$ cat config.mk
export PLATFORM = sky130hd
export DESIGN_NAME = packet_length_nibble_encoder_top
export DESIGN_NICKNAME = d
export VERILOG_FILES = /design/src/rtl/pne_pkg.sv /design/src/rtl/pne_front.sv /design/src/rtl/pne_queue.sv /design/src/rtl/pne_back.sv /design/src/rtl/packet_length_nibble_encoder_top.sv
export SDC_FILE = /design/constraint.sdc
export NUM_CORES = 1
export LEC_CHECK = 0
export ABC_AREA = 1
export ABC_CLOCK_PERIOD_IN_PS = 3900
export BUFFER_PORTS_ARGS = -buffer_cell sky130_fd_sc_hd__buf_4
export CAP_MARGIN = 5
export CORE_UTILIZATION = 60
export CTS_CLUSTER_SIZE = 12
export DETAILED_ROUTE_END_ITERATION = 10
export PLACE_DENSITY_LB_ADDON = 0.15
export SLEW_MARGIN = 5
export SYNTH_ARGS = -nofsm -noshare
export SYNTH_HDL_FRONTEND = slang
export SYNTH_HIERARCHICAL = 1
export SYNTH_SLANG_ARGS = --single-unit
$ cat constraint.sdc
create_clock -name clk -period 3.9 [get_ports clk]
set_input_delay 0.39 -clock clk [delete_from_list [all_inputs] [get_ports clk]]
set_output_delay 0.39 -clock clk [all_outputs]
set_load 0.01 [all_outputs]
$ cat src/rtl/pne_pkg.sv
// shared types and constants for the packet length nibble encoder
`timescale 1ns / 1ps

package pne_pkg;

  localparam logic       OP_HEADER = 1'b0;
  localparam logic       OP_DATA   = 1'b1;

  localparam logic [7:0] HDR_LEN_BIAS   = 8'd28;
  localparam logic [3:0] HDR_EVEN_BASE  = 4'h7;
  localparam logic [3:0] HDR_ODD_BASE   = 4'h3;
  localparam logic [3:0] HDR_LOW_MARK   = 4'h8;

  localparam logic [9:0] OFFSET_RESET   = 10'd593;
  localparam int         QUEUE_DEPTH_DEF = 2;

  localparam int         SYM_W   = 8;
  localparam int         OFF_W   = 10;
  localparam int         PLEN_W  = 11;
  localparam int         MAX_SYM = 4;

  // one encoded item: up to four symbols and the index of the final one
  typedef struct packed {
    logic [MAX_SYM-1:0][SYM_W-1:0] sym;
    logic [1:0]                    last_idx;
  } job_t;

  // queue status seen by the front and back
  typedef struct packed {
    logic full;
    logic not_empty;
  } q_status_t;

endpackage

$ cat src/rtl/pne_front.sv
// front end: accepts items, updates encoder state and forms symbol jobs
`timescale 1ns / 1ps

module pne_front (
  input  logic              clk,
  input  logic              rst,
  input  logic              s_tvalid,
  output logic              s_tready,
  input  logic [15:0]       s_tdata,   // field_length [7:0], data_byte [15:8]
  input  logic              s_tuser,   // operation
  input  logic              s_tlast,   // last_byte
  input  pne_pkg::q_status_t q_status,
  output logic              push,
  output pne_pkg::job_t     push_job
);
  import pne_pkg::*;

  logic [3:0] prev_nib, prev_nib_next;
  logic [3:0] nib_idx, nib_idx_next;
  logic [7:0] checksum, checksum_next;

  logic [7:0] field_length, data_byte, len8, csum_sum;
  logic [3:0] base_hi;

  assign field_length = s_tdata[7:0];
  assign data_byte    = s_tdata[15:8];
  assign s_tready     = !q_status.full;
  assign push         = s_tvalid && s_tready;

  assign len8     = field_length + HDR_LEN_BIAS;
  assign base_hi  = (len8[4] ^ len8[0]) ? HDR_ODD_BASE : HDR_EVEN_BASE;
  assign csum_sum = checksum + data_byte;

  always_comb begin
    push_job      = '0;
    prev_nib_next = prev_nib;
    nib_idx_next  = nib_idx;
    checksum_next = checksum;
    unique case (s_tuser)
      OP_HEADER: begin
        push_job.sym[0]   = {base_hi, len8[7:4]};
        push_job.sym[1]   = {base_hi, len8[7:4]};
        push_job.sym[2]   = {base_hi | HDR_LOW_MARK, len8[3:0]};
        push_job.last_idx = 2'd2;
        prev_nib_next     = '0;
        nib_idx_next      = '0;
        checksum_next     = '0;
      end
      OP_DATA: begin
        push_job.sym[0] = {prev_nib ^ nib_idx, data_byte[7:4]};
        push_job.sym[1] = {data_byte[7:4] ^ (nib_idx + 4'd1), data_byte[3:0]};
        // checksum nibbles follow on the index after the data nibbles
        push_job.sym[2] = {data_byte[3:0] ^ (nib_idx + 4'd2), csum_sum[7:4]};
        push_job.sym[3] = {csum_sum[7:4] ^ (nib_idx + 4'd3), csum_sum[3:0]};
        checksum_next   = csum_sum;
        if (s_tlast) begin
          push_job.last_idx = 2'd3;
          prev_nib_next     = csum_sum[3:0];
          nib_idx_next      = nib_idx + 4'd4;
        end else begin
          push_job.last_idx = 2'd1;
          prev_nib_next     = data_byte[3:0];
          nib_idx_next      = nib_idx + 4'd2;
        end
      end
      default: ;
    endcase
  end

  always_ff @(posedge clk) begin
    if (rst) begin
      prev_nib <= '0;
      nib_idx  <= '0;
      checksum <= '0;
    end else if (push) begin
      prev_nib <= prev_nib_next;
      nib_idx  <= nib_idx_next;
      checksum <= checksum_next;
    end
  end

  a_hdr_clears: assert property (@(posedge clk) disable iff (rst)
    push && s_tuser == OP_HEADER |=> nib_idx == 4'd0 && checksum == 8'd0)
    else $error("header transfer did not clear encoder state");

  a_index_step: assert property (@(posedge clk) disable iff (rst)
    push && s_tuser == OP_DATA |=> nib_idx[0] == $past(nib_idx[0]))
    else $error("nibble index moved by an odd step");

endmodule

$ cat src/rtl/pne_queue.sv
// short job queue between front and back
`timescale 1ns / 1ps

module pne_queue #(
  parameter int DEPTH = pne_pkg::QUEUE_DEPTH_DEF
) (
  input  logic               clk,
  input  logic               rst,
  input  logic               push,
  input  pne_pkg::job_t      push_job,
  input  logic               pop,
  output pne_pkg::job_t      head_job,
  output pne_pkg::q_status_t status
);
  import pne_pkg::*;

  localparam int PTR_W = $clog2(DEPTH);
  localparam int CNT_W = $clog2(DEPTH + 1);
  localparam logic [PTR_W-1:0] PTR_LAST = PTR_W'(DEPTH - 1);
  localparam logic [CNT_W-1:0] CNT_FULL = CNT_W'(DEPTH);

  job_t             entries [DEPTH];
  logic [PTR_W-1:0] wr_ptr, rd_ptr;
  logic [CNT_W-1:0] count;

  assign status.full      = (count == CNT_FULL);
  assign status.not_empty = (count != '0);
  assign head_job         = entries[rd_ptr];

  always_ff @(posedge clk) begin
    if (push) begin
      entries[wr_ptr] <= push_job;
    end
  end

  always_ff @(posedge clk) begin
    if (rst) begin
      wr_ptr <= '0;
      rd_ptr <= '0;
      count  <= '0;
    end else begin
      if (push) begin
        wr_ptr <= (wr_ptr == PTR_LAST) ? '0 : wr_ptr + 1'b1;
      end
      if (pop) begin
        rd_ptr <= (rd_ptr == PTR_LAST) ? '0 : rd_ptr + 1'b1;
      end
      if (push && !pop) begin
        count <= count + 1'b1;
      end else if (pop && !push) begin
        count <= count - 1'b1;
      end
    end
  end

  a_no_overflow: assert property (@(posedge clk) disable iff (rst)
    !(push && status.full))
    else $error("push into a full queue");

  a_no_underflow: assert property (@(posedge clk) disable iff (rst)
    !(pop && !status.not_empty))
    else $error("pop from an empty queue");

endmodule

$ cat src/rtl/pne_back.sv
// back end: plays out queued symbols one a cycle unless stalled, offset added
`timescale 1ns / 1ps

module pne_back (
  input  logic                 clk,
  input  logic                 rst,
  input  pne_pkg::q_status_t   q_status,
  input  pne_pkg::job_t        head_job,
  output logic                 pop,
  input  logic [9:0]           symbol_offset,
  output logic                 m_tvalid,
  input  logic                 m_tready,
  output logic [15:0]          m_tdata,   // packet_length [10:0], zero [15:11]
  output logic                 m_tlast    // last_of_run
);
  import pne_pkg::*;

  logic [1:0]        sel;
  logic              load, sym_last;
  logic [PLEN_W-1:0] plen, plen_reg;

  assign load     = q_status.not_empty && (!m_tvalid || m_tready);
  assign sym_last = (sel == head_job.last_idx);
  assign pop      = load && sym_last;
  assign plen     = PLEN_W'(head_job.sym[sel]) + PLEN_W'(symbol_offset);
  assign m_tdata  = {5'b0, plen_reg};

  always_ff @(posedge clk) begin
    if (load) begin
      plen_reg <= plen;
      m_tlast  <= sym_last;
    end
  end

  always_ff @(posedge clk) begin
    if (rst) begin
      m_tvalid <= 1'b0;
      sel      <= '0;
    end else begin
      if (load) begin
        m_tvalid <= 1'b1;
        sel      <= sym_last ? 2'd0 : sel + 2'd1;
      end else if (m_tready) begin
        m_tvalid <= 1'b0;
      end
    end
  end

  a_pop_marks_last: assert property (@(posedge clk) disable iff (rst)
    pop |=> m_tvalid && m_tlast)
    else $error("job retired without a last transfer");

  a_sel_in_range: assert property (@(posedge clk) disable iff (rst)
    q_status.not_empty |-> sel <= head_job.last_idx)
    else $error("symbol select ran past the end of the job");

endmodule

$ cat src/rtl/packet_length_nibble_encoder_top.sv
// top level of the packet length nibble encoder
//
//  channel  dir  handshake            payload
//  s_*      in   s_tvalid/s_tready    tdata field_length, data_byte; tuser operation;
//                                     tlast last_byte
//  m_*      out  m_tvalid/m_tready    tdata packet_length; tlast last_of_run
//  cfg_*    in   cfg_wr_en            cfg_wr_data symbol_offset
//
// one symbol leaves per cycle from the back end output register unless stalled:
// a header gives 3 symbols, a data byte 2, a last data byte 4
// the front end takes a new item each cycle while the job queue has room
// reset clears encoder state, the queue and sets symbol_offset to 593
// a stalled output holds its transfer; the queue keeps the front running until full
`timescale 1ns / 1ps

module packet_length_nibble_encoder_top #(
  parameter int QUEUE_DEPTH = pne_pkg::QUEUE_DEPTH_DEF
) (
  input  logic        clk,
  input  logic        rst,
  input  logic        s_tvalid,
  output logic        s_tready,
  input  logic [15:0] s_tdata,   // field_length [7:0], data_byte [15:8]
  input  logic        s_tuser,   // operation
  input  logic        s_tlast,   // last_byte
  output logic        m_tvalid,
  input  logic        m_tready,
  output logic [15:0] m_tdata,   // packet_length [10:0], zero [15:11]
  output logic        m_tlast,   // last_of_run
  input  logic        cfg_wr_en,
  input  logic [9:0]  cfg_wr_data
);
  import pne_pkg::*;

  logic [OFF_W-1:0] symbol_offset;
  logic             push, pop;
  job_t             push_job, head_job;
  q_status_t        q_status;

  always_ff @(posedge clk) begin
    if (rst) begin
      symbol_offset <= OFFSET_RESET;
    end else if (cfg_wr_en) begin
      symbol_offset <= cfg_wr_data;
    end
  end

  pne_front u_front (
    .clk      (clk),
    .rst      (rst),
    .s_tvalid (s_tvalid),
    .s_tready (s_tready),
    .s_tdata  (s_tdata),
    .s_tuser  (s_tuser),
    .s_tlast  (s_tlast),
    .q_status (q_status),
    .push     (push),
    .push_job (push_job)
  );

  pne_queue #(
    .DEPTH (QUEUE_DEPTH)
  ) u_queue (
    .clk      (clk),
    .rst      (rst),
    .push     (push),
    .push_job (push_job),
    .pop      (pop),
    .head_job (head_job),
    .status   (q_status)
  );

  pne_back u_back (
    .clk           (clk),
    .rst           (rst),
    .q_status      (q_status),
    .head_job      (head_job),
    .pop           (pop),
    .symbol_offset (symbol_offset),
    .m_tvalid      (m_tvalid),
    .m_tready      (m_tready),
    .m_tdata       (m_tdata),
    .m_tlast       (m_tlast)
  );

endmodule

# After elaboration in Yosys (flattened, before gate mapping)
# Memory sizes are Yosys's and may differ from the RTL's. A register that Yosys moved wholly into a read port is not among the register bits.
# Cells that the tools add are included.
dict set report classes {
  n_addsub 12
  multipliers 0
  div 0
  n_lt_le_gt_ge 1
  eq_ne 2
  shifts 0
  mux 22
  n_bitwise 6
  reduce_logical 13
}
# cell count
set ops {}
lappend ops {{case mux 26 bit (2 select lines)} 1}
lappend ops {{binary-select mux 8 bit (select 2 bit)} 1}
lappend ops {{two-way mux 8 bit} 2}
lappend ops {{case mux 4 bit (2 select lines)} 2}
lappend ops {{case mux 8 bit (2 select lines)} 1}
lappend ops {{XOR 4 bit} 4}
lappend ops {{adder 8 x 10 -> 11 bit} 1}
lappend ops {{adder 4 x 2 -> 4 bit (second input constant)} 2}
lappend ops {{adder 8 x 5 -> 8 bit (second input constant)} 1}
lappend ops {{adder 8 bit} 1}
lappend ops {{two-way mux 1 bit} 8}
lappend ops {{two-way mux 2 bit} 4}
lappend ops {{two-way mux 4 bit} 2}
lappend ops {{nonzero test 2 bit} 3}
lappend ops {{logical AND 1 bit} 5}
lappend ops {{adder 2 x 1 -> 2 bit (second input constant)} 2}
lappend ops {{adder 4 x 1 -> 4 bit (second input constant)} 1}
lappend ops {{adder 4 x 3 -> 4 bit (second input constant)} 1}
lappend ops {{logical NOT 1 bit} 4}
lappend ops {{< comparator 2 x 3 -> 1 bit (second input constant)} 1}
lappend ops {{two-way mux 3 bit} 1}
lappend ops {{adder 1 bit (second input constant)} 2}
lappend ops {{== test 2 bit} 1}
lappend ops {{== test 2 bit (second input constant)} 1}
lappend ops {{4 further kinds} 4}
dict set report word_totals {
  ff_bits 45
  latch_bits 0
  ramBits 68
  mem_bits_ro 0
  output_inout_bits 19
  mem_count 1
}
# name depth width read_ports rd_ports_with_merged_regs wr line_no
set memory_table {}
lappend memory_table {u_queue.entries 2 34 1 1 1 pne_queue.sv:22} ;# job_t entries [DEPTH];

# Depth between registers and ports, before layout
# Gate-level depths: netlist (run 1).
dict set report logic_depth {
  ltp_word 7
  mapped_depth 14
  depth_no_buf 12
}

# Hierarchy
# The synthesis (run 1) kept the hierarchy.
# mod instances cells_per_inst area_per_inst_um2 seq_area_each_um2
set modules_own_cells {}
lappend modules_own_cells {pne_queue 1 139 2835.2 2142.1}
lappend modules_own_cells {pne_front 1 236 1516.5 300.3}
lappend modules_own_cells {pne_back 1 168 1237.4 420.4}
lappend modules_own_cells {packet_length_nibble_encoder_top 1 56 396.6 200.2}

# Worst setup path before layout (run 1)
# OpenSTA, ideal clock, no wires.
dict set report synth_path {
  path_kind {register -> register}
  startpoint {register u_queue.count[1]}
  endpoint {memory u_queue/entries[0][0] in the netlist's numbering (enable)}
  arrival_ns 2.424
  t_required_ns 3.474
  path_slack_ns 1.051
  path_stages_with_launch 9
  path_buffers 1
  cell_sequence {dfxtp_1 -> inv_1 -> nor2_1 -> inv_1 -> nand2_1 -> inv_1 -> buf_6 -> inv_1 -> nor2_1}
}
# item line_no
set synth_rtl {}
lappend synth_rtl {{start, declared} pne_queue.sv:24} ;# logic [CNT_W-1:0] count;
lappend synth_rtl {{start signal, assigned} pne_queue.sv:49} ;# count <= count + 1'b1;
lappend synth_rtl {{start signal, assigned} pne_queue.sv:51} ;# count <= count - 1'b1;
lappend synth_rtl {{end, declared} pne_queue.sv:22}

==> impl_metrics.py, run 1 <==
metrics = {
    "clock_tree": {
        "cts_buffers": 17,
        "cts_resized": 0,
        "hold_buffers": 0,
        "cts.clk_slew.worst_paths_ns": 0.06,
        "clk_latency_ns": 0.52,
        "max-clock-path-buffers": 2,
        "clock-sinks": 113,
        "cts_setup_buffers": 0,
        "cts_tree": "done",
        "cts_root_buf": "clkbuf_8",
        "htree_num_levels": 4,
    },
    "global_routing": {
        "antenna_found_initial": 0,
        "grt_pass1_wl_mm": 19.90,
        "gr-total-overflow": 0,
        "globalRouteTotalUtil": 0.2593,
        "grt_pass1_vias": 4107,
        "grt_max_degree": 35,
    },
    "logic_synthesis": {
        "async_flop_share": 0,
        "ys_ff_latch": 113,
        "synth-seq-area-share": 0.5117,
        "synthTopCellsByArea": "edfxtp_1 40%, dfxtp_1 11%, mux2_4 7.5%",
        "synthCells": 599,
        "synth_cell_type_count": 44,
        "yosys_warnings": 6,
        "yosys.area.top_type": "edfxtp_1",
        "ys.flop_type": "edfxtp_1",
        "synth_top_cell_area_share": 0.4013,
        "synth_enable_flop_cells": 80,
        "syn-cell-area_mm2": 0.005986,
        "avgSynthCellArea_um2": 9.993,
    },
    "sta": {
        "setup_viol": 0,
        "fin_crit_ns": 2.973,
        "hold_violations": 0,
        "setup_ws_ns": 0.9266,
        "worst_slew_pin_slew_ns": 0.8149,
        "slew_viol_final": 0,
        "relSlewSlack": 0.4567,
        "holdWs_ns": 0.09911,
        "fin_crit_sh": 0.7624,
        "fmax_ghz": 0.3363,
        "fin_setup_tns_ns": 0,
        "finClkSkew_ns": 0.01631,
        "rsz0062_at_grt": "no",
    },
    "finish": {
        "fill_cells": 717,
        "fin_nets": 701,
        "syn2layout_area_growth_pct": 15.15,
        "finish.utilization": 0.7085,
        "final_layout_size_suffix_gt1_frac": 0.2227,
        "diodes": 0,
        "multiInputGateArea_mm2": 0.002425,
        "layout.cells.non_filler": 793,
        "largest_register_ffs": 68,
        "final-seq-area_mm2": 0.003064,
        "fin_area_mm2": 0.006893,
    },
    "worst_setup_path": {
        "r2r_end": "u_back/plen_reg[8]",
        "path_cells": "buf_4 > mux2_4 > o21ai_0 > o22ai_1 > ha_1 > nand2_1 > nand2_1 > inv_2 > nor2_1 > nor2_1 > nand2_2 > nand2_1 > nand2_1",
        "worst-path-max-fanout": 25,
        "cp_data_arrival_time_ns": 3.25,
        "r2r_cells": 13,
        "slowest_delay_ns": 0.86,
        "crit_buf_inv": 2,
        "critical_path_class": "register to register",
        "cp.required_ns": 4.17,
        "cp_common_cell": "nand2_1",
        "worst_setup_path_start_kind": "register",
        "cpMaxStageDelayCell": "dfxtp_2",
        "setup.worst_path.end_class": "register",
        "r2r_setup_slack_ns": 0.93,
        "cpLargestDelayFamily": "flip-flops",
    },
    "place": {
        "port_buffers": 46,
        "gp_congestion": 0.8945,
        "dp_slack_ns": 0.9718,
        "post_dp_cell_area_mm2": 0.006305,
        "dp_hpwl_mm": 8.714,
        "dp_cells": 761,
    },
    "routing": {
        "vias": 4279,
        "drt_pre_antenna_iters": 5,
        "drt-initial-drc-count": 257,
        "routed_wl_mm": 12.49,
        "wire_per_inst_um": 15.74,
        "routed_via_density": 5.396,
        "route.antenna.remaining_nets": 0,
        "drc": 0,
    },
    "worst_hold_path": {
        "worstHoldEndpoint": "symbol_offset[6]",
        "whs_path_depth": 3,
        "hold_path.class": "input pin to register",
        "min_from": "cfg_wr_data[6]",
    },
    "flow_run": {
        "drv_cap": 0,
    },
    "pwr": {
        "ir_worst_vdd_mv": 0.3796,
        "p_leak_nw": 3.048,
        "power_mw": 5.100,
        "powerDensity_mw_per_mm2": 740.0,
    },
    "floorplan": {
        "ioPinCount": 52,
        "coreArea_mm2": 0.009729,
        "initial_core_util": 0.6152,
        "die_y_um": 101.9,
        "fp.dieW_um": 101.9,
        "rows": 36,
        "die_area_mm2": 0.01038,
    },
    "status": {
        "outcome": "completed",
    },
}
[cell families (layout without fill, tap and decap cells)]
group,after synthesis,count (layout),share of synthesized area
AOI/OAI and AO/OA,89,89,0.08257
xor gates and xnor gates,16,16,0.02467
adders and majority gates,21,21,0.04641
buffers and inverters,97,154,0.08612
DFF,113,113,0.5117
muxes,34,34,0.08278
other,1,5,0.0006265
and+or+nand+nor,228,228,0.1651
[worst register-to-register path, cell delays in order (launching register included)]
cell	delay [ns]
dfxtp_2	0.86
buf_4	0.29
mux2_4	0.30
o21ai_0	0.20
o22ai_1	0.11
ha_1	0.34
nand2_1	0.10
nand2_1	0.07
inv_2	0.07
nor2_1	0.04
nor2_1	0.16
nand2_2	0.09
nand2_1	0.06
nand2_1	0.05
[cell usage after synthesis, types with 3 or more instances]
library cell and count:
nand2_2 7, mux2_2 4, nor2_1 63, edfxtp_1 80, buf_2 4, nand2_1 117, inv_1 66, xor2_1 7
nand3_2 6, a21oi_1 27, nand3_1 23, o22ai_1 7, o21ai_1 3, inv_2 4, nor2_2 3, buf_6 5
mux2_4 30, dfxtp_1 33, buf_12 3, o21ai_0 39, ha_1 19, buf_4 13, xnor2_1 8
[worst max-delay path by stage]
stage | to | cells past startpoint | slack [ns]
final | u_back/plen_reg[8] | 13 | 0.93
after global routing | u_back/plen_reg[8] | 13 | 0.76
after CTS | u_back/plen_reg[8] | 13 | 0.95
after detailed placement | u_back/plen_reg[8] | 13 | 0.97
after global placement | u_back/plen_reg[6] | 10 | 1.04
after floorplan | u_queue/entries[0][0] | 8 | 1.05
[per-layer routing]
layer	part of all wire	routed length [um]	track usage
met1	0.42	5209	0.3126
met2	0.50	6286	0.4459
met3	0.058	725	0.06361
met4	0.021	264	0.1088
met5	0	0	0
[power by group]
group          total, mW  switching (mW)  internal [mW]
Clock               1.49           0.571          0.921
Sequential          1.84           0.180           1.66
Combinational       1.77            1.01          0.762
Total               5.10            1.76           3.34
[layout by cell type, fill, tap and decap left out, types with 3 or more instances in the layout]
cell,instances
clkinvlp_4,3
inv_1,66
nand3_1,23
nor2_2,4
xor2_1,7
dfxtp_1,32
inv_2,4
conb_1,5
o22ai_1,7
edfxtp_1,80
nand3_2,6
o21ai_1,3
clkbuf_16,19
mux2_2,4
buf_4,51
xnor2_1,8
nand2_2,7
inv_4,3
inv_6,4
mux2_4,30
ha_1,19
o21ai_0,39
nor2_1,62
a21oi_1,27
nand2_1,117
[cell type report]
| type | count | area share |
|---|---|---|
| repair buffers | 51 | 0.05555 |
| clock inverters | 11 | 0.01234 |
| well taps | 133 | 0.02414 |
| clock buffers | 21 | 0.07297 |
| multi-input cells | 393 | 0.3518 |
| inverters | 71 | 0.03866 |
| flip-flops and latches | 113 | 0.4445 |
No activity file was read; power rests on OpenSTA's default activity.
==> run 2, diff against run 1 <==
--- a/config.mk
+++ b/config.mk
@@ -6,10 +6,10 @@
 export NUM_CORES = 1
 export LEC_CHECK = 0
 export ABC_AREA = 1
-export ABC_CLOCK_PERIOD_IN_PS = 3900
+export ABC_CLOCK_PERIOD_IN_PS = 2700
 export BUFFER_PORTS_ARGS = -buffer_cell sky130_fd_sc_hd__buf_4
 export CAP_MARGIN = 5
-export CORE_UTILIZATION = 60
+export CORE_UTILIZATION = 54
 export CTS_CLUSTER_SIZE = 12
 export DETAILED_ROUTE_END_ITERATION = 10
 export PLACE_DENSITY_LB_ADDON = 0.15
==> constraint.sdc (replaced) <==
create_clock -name clk -period 2.7 [get_ports clk]
set_input_delay 0.27 -clock clk [delete_from_list [all_inputs] [get_ports clk]]
set_output_delay 0.27 -clock clk [all_outputs]
set_load 0.01 [all_outputs]
==> impl_metrics.py, run 2 (same netlist as run 1, synthesis figures left out) <==
metrics = {
    "worst_hold_path": {
        "hold_path.class": "input pin to register",
    },
    "finish": {
        "mostFrequentLayoutCell": "nand2_1",
        "syn2layout_area_growth_pct": 16.83,
        "layout_common_cells": "117 x nand2_1, 80 x edfxtp_1, 66 x inv_1, 62 x nor2_1, 51 x buf_4",
        "largest_register_ffs": 68,
        "diodes": 0,
        "fin_nets": 708,
        "final_layout_size_suffix_gt1_frac": 0.2174,
    },
    "global_routing": {
        "globalRouteTotalUtil": 0.2216,
        "antenna_found_initial": 0,
        "gr-total-overflow": 0,
        "grt.busiest_layer": "met2",
        "grt_pass1_vias": 4056,
        "gr-usage-met2": 0.3608,
        "gr-usage-met3": 0.06356,
        "grt_max_degree": 35,
        "use_met1": 0.2654,
        "grt_pass1_wl_mm": 18.91,
    },
    "floorplan": {
        "die_y_um": 107.3,
        "rows": 38,
        "initial_core_util": 0.5522,
        "coreArea_mm2": 0.01084,
        "ioPinCount": 52,
        "die_area_mm2": 0.01151,
        "fp.dieW_um": 107.3,
    },
    "sta": {
        "finClkSkew_ns": 0.01090,
        "fmax_ghz": 0.3999,
        "slew_viol_final": 0,
        "fin_crit_ns": 2.501,
        "holdWs_ns": 0.02912,
        "fin_crit_sh": 0.9261,
        "hold_violations": 0,
        "rsz0062_at_grt": "no",
        "fin_setup_tns_ns": 0,
        "setup_viol": 0,
    },
    "pwr": {
        "comb_power_share": 0.352,
        "p_sw_mw": 2.399,
        "swShare": 0.3238,
        "powerDensity_mw_per_mm2": 1060,
        "seqPwrFrac": 0.347,
        "ir_worst_vdd_mv": 0.6081,
        "power_frac_clock": 0.300,
        "p_leak_nw": 3.088,
        "cellInternalPower_mw": 5.011,
    },
    "clock_tree": {
        "cts_buffers": 17,
        "clock-sinks": 113,
        "cts.clk_slew.worst_paths_ns": 0.05,
        "cts_resized": 0,
        "cts_root_buf": "clkbuf_8",
        "max-clock-path-buffers": 2,
        "cts_tree": "done",
        "clk_latency_ns": 0.52,
        "htree_num_levels": 4,
    },
    "worst_setup_path": {
        "cpLargestDelayFamily": "compound AO/OA/AOI/OAI gates",
        "cpMaxStageDelayCell": "dfxtp_2",
        "setup.worst_path.end_class": "register",
        "critical_path_class": "register to register",
        "worst_setup_path_start_kind": "register",
        "cp.required_ns": 2.97,
        "cp_common_cell": "nand2_1",
        "slowest_delay_ns": 0.44,
        "r2r_setup_slack_ns": 0.20,
        "worst-path-max-fanout": 25,
        "cp_data_arrival_time_ns": 2.77,
        "path_cells": "buf_12 > mux2_4 > o21ai_0 > o22ai_1 > ha_1 > nand2_1 > nand2_1 > a21boi_0 > nand3_1 > nand2_1 > nand2_1",
        "crit_buf_inv": 1,
    },
    "status": {
        "outcome": "completed",
    },
    "routing": {
        "wire_per_inst_um": 14.70,
        "drt-initial-drc-count": 224,
        "drt_pre_antenna_iters": 5,
        "routed_wl_mm": 11.86,
        "vias": 4208,
        "route.antenna.remaining_nets": 0,
        "drc": 0,
        "routed_via_density": 5.214,
    },
    "place": {
        "dp_hpwl_mm": 8.580,
        "gp_congestion": 0.8639,
        "port_buffers": 46,
    },
    "flow_run": {
        "drv_cap": 0,
    },
}
-- run 2: cell types whose count changed in the layout (fill, tap and decap cells not counted) --
| cell | delta |
|---|---|
| clkinv_2 | +5 |
| buf_12 | +2 |
| clkbuf_16 | -3 |
| dlygate4sd3_1 | +5 |
| inv_4 | -3 |
| clkbuf_8 | -1 |
| bufinv_16 | +4 |
| clkbuf_1 | +2 |
| clkinvlp_4 | -1 |
| inv_6 | -4 |
| clkinv_4 | -1 |
| clkinv_1 | +2 |
-- run 2: path summary, 6_finish.rpt --
check / from / end / cells after the start
worst min-delay path: m_tready / u_back/m_tvalid / 4
worst max register to register: register / u_back/plen_reg[9] / 11
worst min register to register: u_front/checksum[4] / u_front/checksum[4] / 2
worst max-delay path: register / u_back/plen_reg[9] / 11
-- run 2: worst min-delay path: stages --
cell,delay [ns]
buf_4,0.08
inv_1,0.03
nand2_1,0.06
a21oi_1,0.07
-- run 2: area by class of cell --
cell class	instances	area [um2]
Sequential cell	113	3064
Clock buffer	19	421.7
Clock inverter	13	167.7
Tap cell	140	175.2
Multi-Input combinational cell	393	2425
Timing Repair Buffer	58	473.0
Fill cell	878	3847
Inverter	71	266.5
-- run 2: layer usage --
metal  part of all wire  vias up
met1               0.44     1940
met5                  0        -
met2               0.48      137
met4              0.029        0
met3              0.053       27
li1                   -     2104
-- run 2: power groups by stage --
stage          clock network, mW  logic [mW]  registers, mW
2_1_floorplan                  0        2.02           2.59
3_5_place_dp                   0        2.61           2.61
3_3_place_gp                   0        2.55           2.60
5_1_grt                     2.34        2.91           2.62
6_report                    2.23        2.61           2.57
4_1_cts                     2.27        2.63           2.58
-- run 2: metrics by stage --
| stage | cells | utilization | power [mW] | worst slack (ns) | area, um2 |
|---|---|---|---|---|---|
| 3_3_place_gp | 770 | 0.5861 | 5.150 | 0.2761 | 6354 |
| 6_report | 807 | 0.6451 | 7.410 | 0.1994 | 6993 |
| 4_1_cts | 807 | 0.6451 | 7.475 | 0.2110 | 6993 |
| 5_1_grt | 807 | 0.6451 | 7.868 | 0.003352 | 6993 |
| 2_1_floorplan | 603 | - | 4.605 | 0.4300 | 6003 |
| 3_5_place_dp | 770 | 0.5861 | 5.220 | 0.2112 | 6354 |
-- run 2: timing repair --
action,CTS,global route
hold endpoints to repair,5,0
setup buffers,0,0
hold buffers,5,0
==> run 3, diff against run 2 <==
--- a/config.mk
+++ b/config.mk
@@ -5,7 +5,6 @@
 export SDC_FILE = /design/constraint.sdc
 export NUM_CORES = 1
 export LEC_CHECK = 0
-export ABC_AREA = 1
 export ABC_CLOCK_PERIOD_IN_PS = 2700
 export BUFFER_PORTS_ARGS = -buffer_cell sky130_fd_sc_hd__buf_4
 export CAP_MARGIN = 5
==> impl_metrics.py, run 3 <==
metrics = {
    "status": {
        "outcome": "finished with violations",
        "violations": "setup timing",
    },
    "clock_tree": {
        "htree_num_levels": 4,
        "clock-sinks": 113,
        "cts.clk_slew.worst_paths_ns": 0.06,
        "cts_root_buf": "clkbuf_8",
        "clk_latency_ns": 0.52,
        "max-clock-path-buffers": 2,
        "cts_tree": "done",
        "cts_buffers": 17,
    },
    "worst_setup_path": {
        "slowest_delay_ns": 0.50,
        "crit_buf_inv": 2,
        "cp_data_arrival_time_ns": 3.01,
        "path_cells": "buf_12 > buf_16 > mux2_4 > mux4_2 > ha_4 > o21a_4 > nor3_2 > a311o_1 > or3b_1",
        "setup.worst_path.end_class": "register",
        "cpMaxStageDelayCell": "mux4_2",
        "critical_path_class": "register to register",
        "worst-path-max-fanout": 5,
        "cp.required_ns": 2.96,
        "worst_setup_path_start_kind": "register",
        "cpLargestDelayFamily": "multiplexers",
    },
    "floorplan": {
        "die_area_mm2": 0.01094,
        "fp.dieW_um": 104.6,
        "ioPinCount": 52,
        "coreArea_mm2": 0.01028,
        "initial_core_util": 0.5528,
        "die_y_um": 104.6,
        "rows": 37,
    },
    "pwr": {
        "comb_power_share": 0.352,
        "p_leak_nw": 2.923,
        "power_mw": 7.586,
        "cellInternalPower_mw": 5.430,
        "swShare": 0.2843,
        "ir_worst_vdd_mv": 0.4647,
        "p_sw_mw": 2.157,
        "seqPwrFrac": 0.325,
        "powerDensity_mw_per_mm2": 1029,
        "power_frac_clock": 0.323,
    },
    "logic_synthesis": {
        "synthCells": 464,
        "synth-seq-area-share": 0.5391,
        "syn-cell-area_mm2": 0.005682,
        "avgSynthCellArea_um2": 12.25,
        "synth_enable_flop_cells": 80,
        "ys.flop_type": "edfxtp_1",
        "yosys_warnings": 6,
        "synth_top_cell_area_share": 0.4228,
        "yosys.area.top_type": "edfxtp_1",
        "ys_ff_latch": 113,
        "yosys-top-cells-count": "80 x edfxtp_1, 37 x mux2_2, 33 x dfxtp_1, 33 x nor2_1, 29 x nand2_1",
        "yosys.cell_count.top_type": "edfxtp_1",
        "synthTopCellsByArea": "edfxtp_1 42%, dfxtp_1 12%, mux2_2 7.3%",
        "synth_cell_type_count": 59,
        "async_flop_share": 0,
    },
    "routing": {
        "drc": 0,
        "vias": 3736,
        "routed_wl_mm": 11.81,
        "wire_per_inst_um": 17.09,
        "routed_via_density": 5.407,
        "drt-initial-drc-count": 196,
        "drt_pre_antenna_iters": 5,
        "route.antenna.remaining_nets": 0,
    },
    "global_routing": {
        "grt_max_degree": 48,
        "gr-total-overflow": 0,
        "grt_pass1_vias": 3796,
        "globalRouteTotalUtil": 0.2305,
        "antenna_found_initial": 0,
        "grt_pass1_wl_mm": 18.95,
    },
    "sta": {
        "worst_slew_pin_slew_ns": 0.5139,
        "hold_violations": 0,
        "setup_ws_ns": -0.05045,
        "rsz0062_at_grt": "yes",
        "fin_crit_sh": 1.019,
        "relSlewSlack": 0.6570,
        "finClkSkew_ns": 0.01600,
        "setup_viol": 1,
        "holdWs_ns": 0.08470,
        "fmax_ghz": 0.3636,
        "fin_crit_ns": 2.750,
        "slew_viol_final": 0,
    },
    "finish": {
        "fin_nets": 596,
        "syn2layout_area_growth_pct": 29.71,
        "final_layout_size_suffix_gt1_frac": 0.3351,
        "finish.utilization": 0.7171,
        "mostFrequentLayoutCell": "edfxtp_1",
        "largest_register_ffs": 68,
        "diodes": 0,
        "layout_common_cells": "80 x edfxtp_1, 65 x buf_4, 32 x nor2_1, 32 x dfxtp_1, 28 x nand2_1",
        "fin_area_mm2": 0.007370,
        "fill_cells": 677,
    },
    "worst_hold_path": {
        "hold_path.class": "input pin to register",
    },
    "place": {
        "gp_congestion": 0.8244,
        "dp_hpwl_mm": 7.596,
        "port_buffers": 46,
        "post_dp_cell_area_mm2": 0.006326,
    },
    "flow_run": {
        "drv_cap": 0,
    },
}
[run 3: cell count changes after synthesis, sizes merged, moves of 11 or more]
cell / previous run / this run
nand2: 124 / 29
inv: 70 / 26
nor2: 66 / 34
o21ai: 43 / 12
nand3: 29 / 4
clkbuf: 0 / 12
mux2i: 0 / 12
xnor2: 8 / 19
[run 3: final timing paths]
path / startpoint / to / slack (ns) / depth (start not counted)
worst max-delay path: register / u_back/plen_reg[7] / -0.05 / 9
worst min-delay path: s_tdata[1] / u_queue/entries[0][19] / 0.08 / 2
worst max register to register: register / u_back/plen_reg[7] / -0.05 / 9
worst min register to register: u_front/checksum[5] / u_front/checksum[5] / 0.47 / 2
[run 3: area by class of cell]
type | count | area [um2] | share of cell area
repair buffers | 84 | 757.0 | 0.1027
inverters | 26 | 97.59 | 0.01324
multi-input cells | 300 | 2606 | 0.3537
clock inverters | 6 | 108.9 | 0.01477
clock buffers | 26 | 563.0 | 0.07640
well taps | 136 | 170.2 | 0.02309
flip-flops and latches | 113 | 3067 | 0.4161
[run 3: kinds of logic after synthesis]
| family | count (synthesis) | synth area share |
|---|---|---|
| AO/OA/AOI/OAI | 72 | 0.08765 |
| XOR/XNOR | 33 | 0.05219 |
| adder cells (fa/ha/maj) | 21 | 0.04889 |
| buffers and inverters | 55 | 0.04690 |
| flip-flops | 113 | 0.5391 |
| multiplexers | 57 | 0.1262 |
| other | 1 | 0.0006600 |
| AND/OR/NAND/NOR | 112 | 0.09844 |
[run 3: power groups by stage]
stage                     Sequential (mW)  Clock (mW)  Combinational (mW)
final                                2.46        2.45                2.67
after global routing                 2.49        2.56                2.90
after CTS                            2.46        2.48                2.64
after detailed placement             2.48           0                2.29
after global placement               2.47           0                2.25
after floorplan                      2.50           0                1.58
[run 3: worst reg2reg max path, delay by kind of cell (launching register included)]
kind / cells / cell delay, ns
compound gates: 2 / 0.39
mux: 2 / 0.79
fa+ha+maj: 1 / 0.30
flops: 1 / 0.40
simple gates: 2 / 0.38
buf+inv: 2 / 0.25
[run 3: what timing repair did]
| item | in CTS | in global routing |
|---|---|---|
| buffers inserted | 8 | 0 |
| gates cloned | 3 | 0 |
| gates resized for setup | 25 | 11 |
| setup endpoints to repair | 3 | 7 |
| hold endpoints to repair | 10 | 0 |
| hold buffers | 10 | 0 |
| pin swaps | 13 | 12 |
[run 3: stage by stage]
stage	cells	worst slack (ns)	setup TNS, ns
after floorplan	468	0.001208	0
after global placement	640	-0.02032	-0.02916
after detailed placement	640	-0.04725	-0.09842
after CTS	692	-0.05406	-0.06647
after global routing	691	-0.1241	-0.3708
final	691	-0.05045	-0.05045
[run 3: routing by layer]
layer  track usage  wire length, um
met1        0.2904             5224
met2        0.3865             6040
met3       0.06301              422
met4       0.07344              121
met5             0                0
